`config.mk`:
```
export PLATFORM = sky130hd
export DESIGN_NAME = hkis_queue
export DESIGN_NICKNAME = d
export VERILOG_FILES = /design/src/rtl/core/hkis_pkg.sv /design/src/rtl/core/hkis_queue.sv
export SDC_FILE = /design/constraint.sdc
export NUM_CORES = 1
export LEC_CHECK = 0
export BUFFER_PORTS_ARGS = -buffer_cell sky130_fd_sc_hd__buf_2
export CAP_MARGIN = 15
export CORE_MARGIN = 2
export CORE_UTILIZATION = 61
export DETAILED_ROUTE_END_ITERATION = 8
export PLACE_DENSITY_LB_ADDON = 0.05
export SYNTH_ARGS = -nofsm -noshare
export SYNTH_HDL_FRONTEND = slang
export SYNTH_SLANG_ARGS = --single-unit
```
`constraint.sdc`:
```
create_clock -name i_clk -period 4.7 [get_ports i_clk]
set_clock_uncertainty 0.15 [all_clocks]
set_input_delay 0.235 -clock i_clk [delete_from_list [all_inputs] [get_ports i_clk]]
set_output_delay 0.235 -clock i_clk [all_outputs]
set_load 0.02 [all_outputs]
```
`src/rtl/core/hkis_pkg.sv`:
```
// Shared types, field widths and function codes for the Hamming top-k search core.
// Used by every module under rtl/core; depends on nothing.
`timescale 1ns / 1ps

package hkis_pkg;

    // Default geometry
    localparam int IMAGE_WORDS = 128;
    localparam int TABLE_DEPTH = 32;

    // Field widths
    localparam int FUNC_W  = 2;
    localparam int WIDX_W  = 7;
    localparam int DATA_W  = 32;
    localparam int SCORE_W = 13;
    localparam int FILE_W  = 16;
    localparam int IMAGE_W = 32;
    localparam int RC_W    = 6;
    localparam int RANK_W  = 5;
    localparam int POP_W   = 6;

    // Depth of the op queue between front and back (power of two)
    localparam int QUEUE_DEPTH = 4;

    localparam logic [SCORE_W-1:0] SCORE_MAX = '1;
    localparam logic [RC_W-1:0]    RC_RESET  = 6'd32;

    // Function codes of an input word
    localparam logic [FUNC_W-1:0] FUNC_LOAD  = 2'd0;
    localparam logic [FUNC_W-1:0] FUNC_CAND  = 2'd1;
    localparam logic [FUNC_W-1:0] FUNC_DRAIN = 2'd2;

    // One hit; field order makes the packed value the sort key
    typedef struct packed {
        logic [SCORE_W-1:0] score;
        logic [FILE_W-1:0]  file;
        logic [IMAGE_W-1:0] image;
    } t_hit;

    // One op from front to back: a finished candidate or a drain
    typedef struct packed {
        logic drain;
        t_hit hit;
    } t_op;

endpackage

```
`src/rtl/core/hkis_queue.sv`:
```
// Short op queue between the front end and the hit table.
// Register-based ring buffer of hkis_pkg::t_op; depends on hkis_pkg.
`timescale 1ns / 1ps

module hkis_queue (
    input  logic          i_clk,
    input  logic          i_rst_n,
    input  logic          i_push,
    input  hkis_pkg::t_op i_push_op,
    output logic          o_full,
    output logic          o_head_valid,
    output hkis_pkg::t_op o_head_op,
    input  logic          i_pop
);

    localparam int QW = $clog2(hkis_pkg::QUEUE_DEPTH);

    hkis_pkg::t_op r_q [hkis_pkg::QUEUE_DEPTH];
    logic [QW-1:0] r_wp;
    logic [QW-1:0] r_rp;
    logic [QW:0]   r_cnt;
    logic [QW:0]   n_cnt;

    assign o_full       = (r_cnt == (QW + 1)'(hkis_pkg::QUEUE_DEPTH));
    assign o_head_valid = (r_cnt != '0);
    assign o_head_op    = r_q[r_rp];

    // Store pushed ops
    always_ff @(posedge i_clk) begin
        if (i_push) begin
            r_q[r_wp] <= i_push_op;
        end
    end

    always_comb begin
        n_cnt = r_cnt;
        if (i_push && !i_pop) begin
            n_cnt = r_cnt + 1'b1;
        end else if (!i_push && i_pop) begin
            n_cnt = r_cnt - 1'b1;
        end
    end

    // Advance pointers and fill level
    always_ff @(posedge i_clk) begin
        if (!i_rst_n) begin
            r_wp  <= '0;
            r_rp  <= '0;
            r_cnt <= '0;
        end else begin
            if (i_push) begin
                r_wp <= r_wp + 1'b1;
            end
            if (i_pop) begin
                r_rp <= r_rp + 1'b1;
            end
            r_cnt <= n_cnt;
        end
    end

endmodule

```
==> summary.md <==
| Metric | Value |
|---|---|
| Commonest non-fill, non-tap cell in the layout | edfxtp_1 |
| Final worst path period share | 0.658 |
| CTS Buf Count | 25 |
| Fill count | 857 |
| CP Capture Type | output port |
| Critical Path Start Type | flop |
| NetSw | 0.00111 W |
| Hold Path Class | in2reg |
| Die Area | 16500 µm² |
| IO buf count | 129 |
| Tightest Pin Transition | 0.971 ns |
| Synth top area share | 0.787 |
| Met1 usage | 0.277 |
| Pwr/cell area | 434 nW/µm² |
| GP Congestion | 0.709 |
| Wire length per cell | 20.8 µm |
| F_max | 0.323 GHz |
| Clock power frac | 0.354 |
| Grt peak-use layer | met2 |
| Fin Setup TNS | 0 ns |
| DR vias | 4384 |
| Tot GR Track Use | 0.203 |
| H-tree level count | 1 |
| First-pass GRT wire length | 25400 µm |
| Largest net degree at the start of global routing | 63 |
| Post-synthesis mux area share | 0.150 |
| CTS max path bufs | 3 |
| Grt ovf | 0 |
| Top cells by area, synth | edfxtp_1, mux4_2, dfxtp_1, buf_12, ha_1 |
| Initial antenna violation count | 0 |
| Crit-path max FO | 48 |
| Tmin final | 3.09 ns |
| Max Cap Viol | 0 |
| VDD IR max | 0.000329 V |
| Core area | 15200 µm² |
| Register Area | 7630 µm² |
| Synthesized instance count | 367 |
| # IOs | 130 |
| Sequential fraction of the synthesis area | 0.806 |
| Final setup viols | 0 |
| Clk slew on worst S/H paths | 0.06 ns |
| Combinational family with the most area after synthesis | multiplexers |
| Slowest stage delay, CP | 1.00 ns |
| CTS tree | yes |
| Root Driver | clkbuf_16 |
| Clk Latency, worst-skew pair | 0.50 ns |
| Leak Pwr | 3.97 nW |
| Post-synth cell types | 21 |
| Max Slew Vio Count | 0 |
| CP max stage cell | dfxtp_4 |
| Multi-input logic area | 1670 µm² |
| Ys Warns | 0 |
| Slew HR | 0.352 |
| Combinational share of power | 0.107 |
| Die W | 129 µm |
| DR iter-0 viols | 282 |
| Vias in the first global route | 4921 |
| CP bufs+invs | 2 |
| Final WL | 16100 µm |
| Compound-cell area share of the yosys netlist | 0.00132 |
| Hpwl dp | 8550 µm |
| Status | complete, no violations |
| Mapped Area | 9460 µm² |
| WS Path Type | reg2out |
| Simple-gate share of the synthesized area | 0.00978 |
| Fraction of layout cells with a size suffix above 1 | 0.385 |
| Met3 Use GR | 0.0403 |
| Ant. Diodes | 0 |
| Switch share | 0.221 |
| Site Rows | 45 |
| Cell taking the most area after synthesis | edfxtp_1 |
| Die Height | 129 µm |
| # DRC | 0 |
| Sequential power share | 0.539 |
| Total Nets Final | 646 |
| Worst EP required | 4.32 ns |
| Synth Area in Adders | 0.00873 |
| Drt pass-1 iters | 5 |
| Initial Util | 0.622 |
| Area growth syn-to-layout | 22.1% |
| Synthesized netlist net count | 439 |
| Clock Sink Count | 257 |
| Met2 usage | 0.347 |
| DR vias/cell | 5.66 |
| Worst hold slack | 0.0213 ns |
| Seq cells post-synth | 257 |
| Fin. Hold Viols | 0 |
| Most frequent cells in the layout | edfxtp_1, buf_2, dlygate4sd3_1 |
| Sequence of cells on the critical path | buf_4, mux4_2, buf_2 |
| CP arrival | 2.71 ns |
| Synth Area in XOR/XNOR | 0.00463 |
| Post-CTS Setup Repair Bufs | 0 |
| Syn avg cell area | 25.8 µm² |
| Critical path's top delay family | flip-flops |
| Unrepaired setup endpoints after global routing | no |
| Routed Antenna Nets | 0 |
| Int Power | 0.00391 W |
-- per-layer routing --
metal | wire [µm] | vias up
met2 | 8160 | 126
li1 | - | 1974
met4 | 312 | 0
met1 | 6900 | 2263
met3 | 747 | 21
met5 | 0 | -
-- worst register-to-register path, cell delays in order, from the launching register on --
cell and delay [ns]:
dfxtp_1 0.35, inv_1 0.09, ha_1 0.16, and2_4 0.78
-- power by group through the flow --
stage	registers, W	clock network (W)	logic, W
CTS	0.00271	0.00181	0.000541
floorplan	0.00270	0	0.000380
global route	0.00272	0.00190	0.000575
global placement	0.00275	0	0.000488
finish	0.00270	0.00178	0.000536
detailed placement	0.00276	0	0.000495
-- flip-flops by register name (all words and copies together) (netlist names), named ones only --
signal,cells
r_rp,2
r_q,248
r_wp,2
r_cnt,3
-- final timing paths --
| path | startpoint | endpoint | slack [ns] | cells after the start |
|---|---|---|---|---|
| max | flop | o_head_op[37] | 1.61 | 3 |
| min | i_push | r_wp[1] | 0.02 | 3 |
| max reg2reg | r_wp[0] | r_q[0][26] | 2.76 | 3 |
| min reg2reg | r_cnt[2] | r_cnt[2] | 0.38 | 2 |
-- per-stage QoR --
| stage | instance area, µm² | setup WS [ns] | power [W] | util | instances |
|---|---|---|---|---|---|
| global route | 11600 | 1.36 | 0.00519 | 0.760 | 775 |
| detailed placement | 10200 | 2.04 | 0.00325 | 0.671 | 671 |
| global placement | 10200 | 2.04 | 0.00324 | 0.671 | 671 |
| finish | 11600 | 1.61 | 0.00501 | 0.760 | 775 |
| floorplan | 9460 | 2.12 | 0.00308 | - | 367 |
| CTS | 11600 | 1.48 | 0.00506 | 0.760 | 775 |
-- cell families (layout without fill, tap and decap cells) --
family | Yosys count | in the layout
flip-flops | 257 | 257
multiplexers | 64 | 64
buffers and inverters | 18 | 238
AND/OR/NAND/NOR | 15 | 15
adder cells (fa/ha/maj) | 6 | 6
XOR/XNOR | 5 | 5
AO/OA/AOI/OAI | 2 | 2
-- synth_stat cells --
cell / instances
a21boi_0: 1
mux4_2: 60
o21ai_0: 1
nor3b_1: 1
mux2i_1: 2
or3_1: 2
mux4_1: 2
nand2_1: 1
buf_6: 1
clkbuf_1: 1
edfxtp_1: 248
inv_1: 4
fa_1: 1
and2_1: 9
nor2b_1: 2
xor2_1: 3
buf_2: 6
ha_1: 5
buf_12: 6
dfxtp_1: 9
xnor2_1: 2
-- final cells by class --
cell class / count / area share
sequential: 257 / 0.661
tap: 188 / 0.0204
clock inverter: 8 / 0.00530
multi-input combinational: 92 / 0.144
timing repair buffer: 194 / 0.112
clock buffer: 32 / 0.0564
inverter: 4 / 0.00130
-- what timing repair did --
item,4_1_cts,5_1_grt
hold buffers,64,0
setup endpoints to repair,0,0
gates resized for setup,0,0
endpoints found under the hold margin,257,0
No activity file was read; power rests on OpenSTA's default activity.
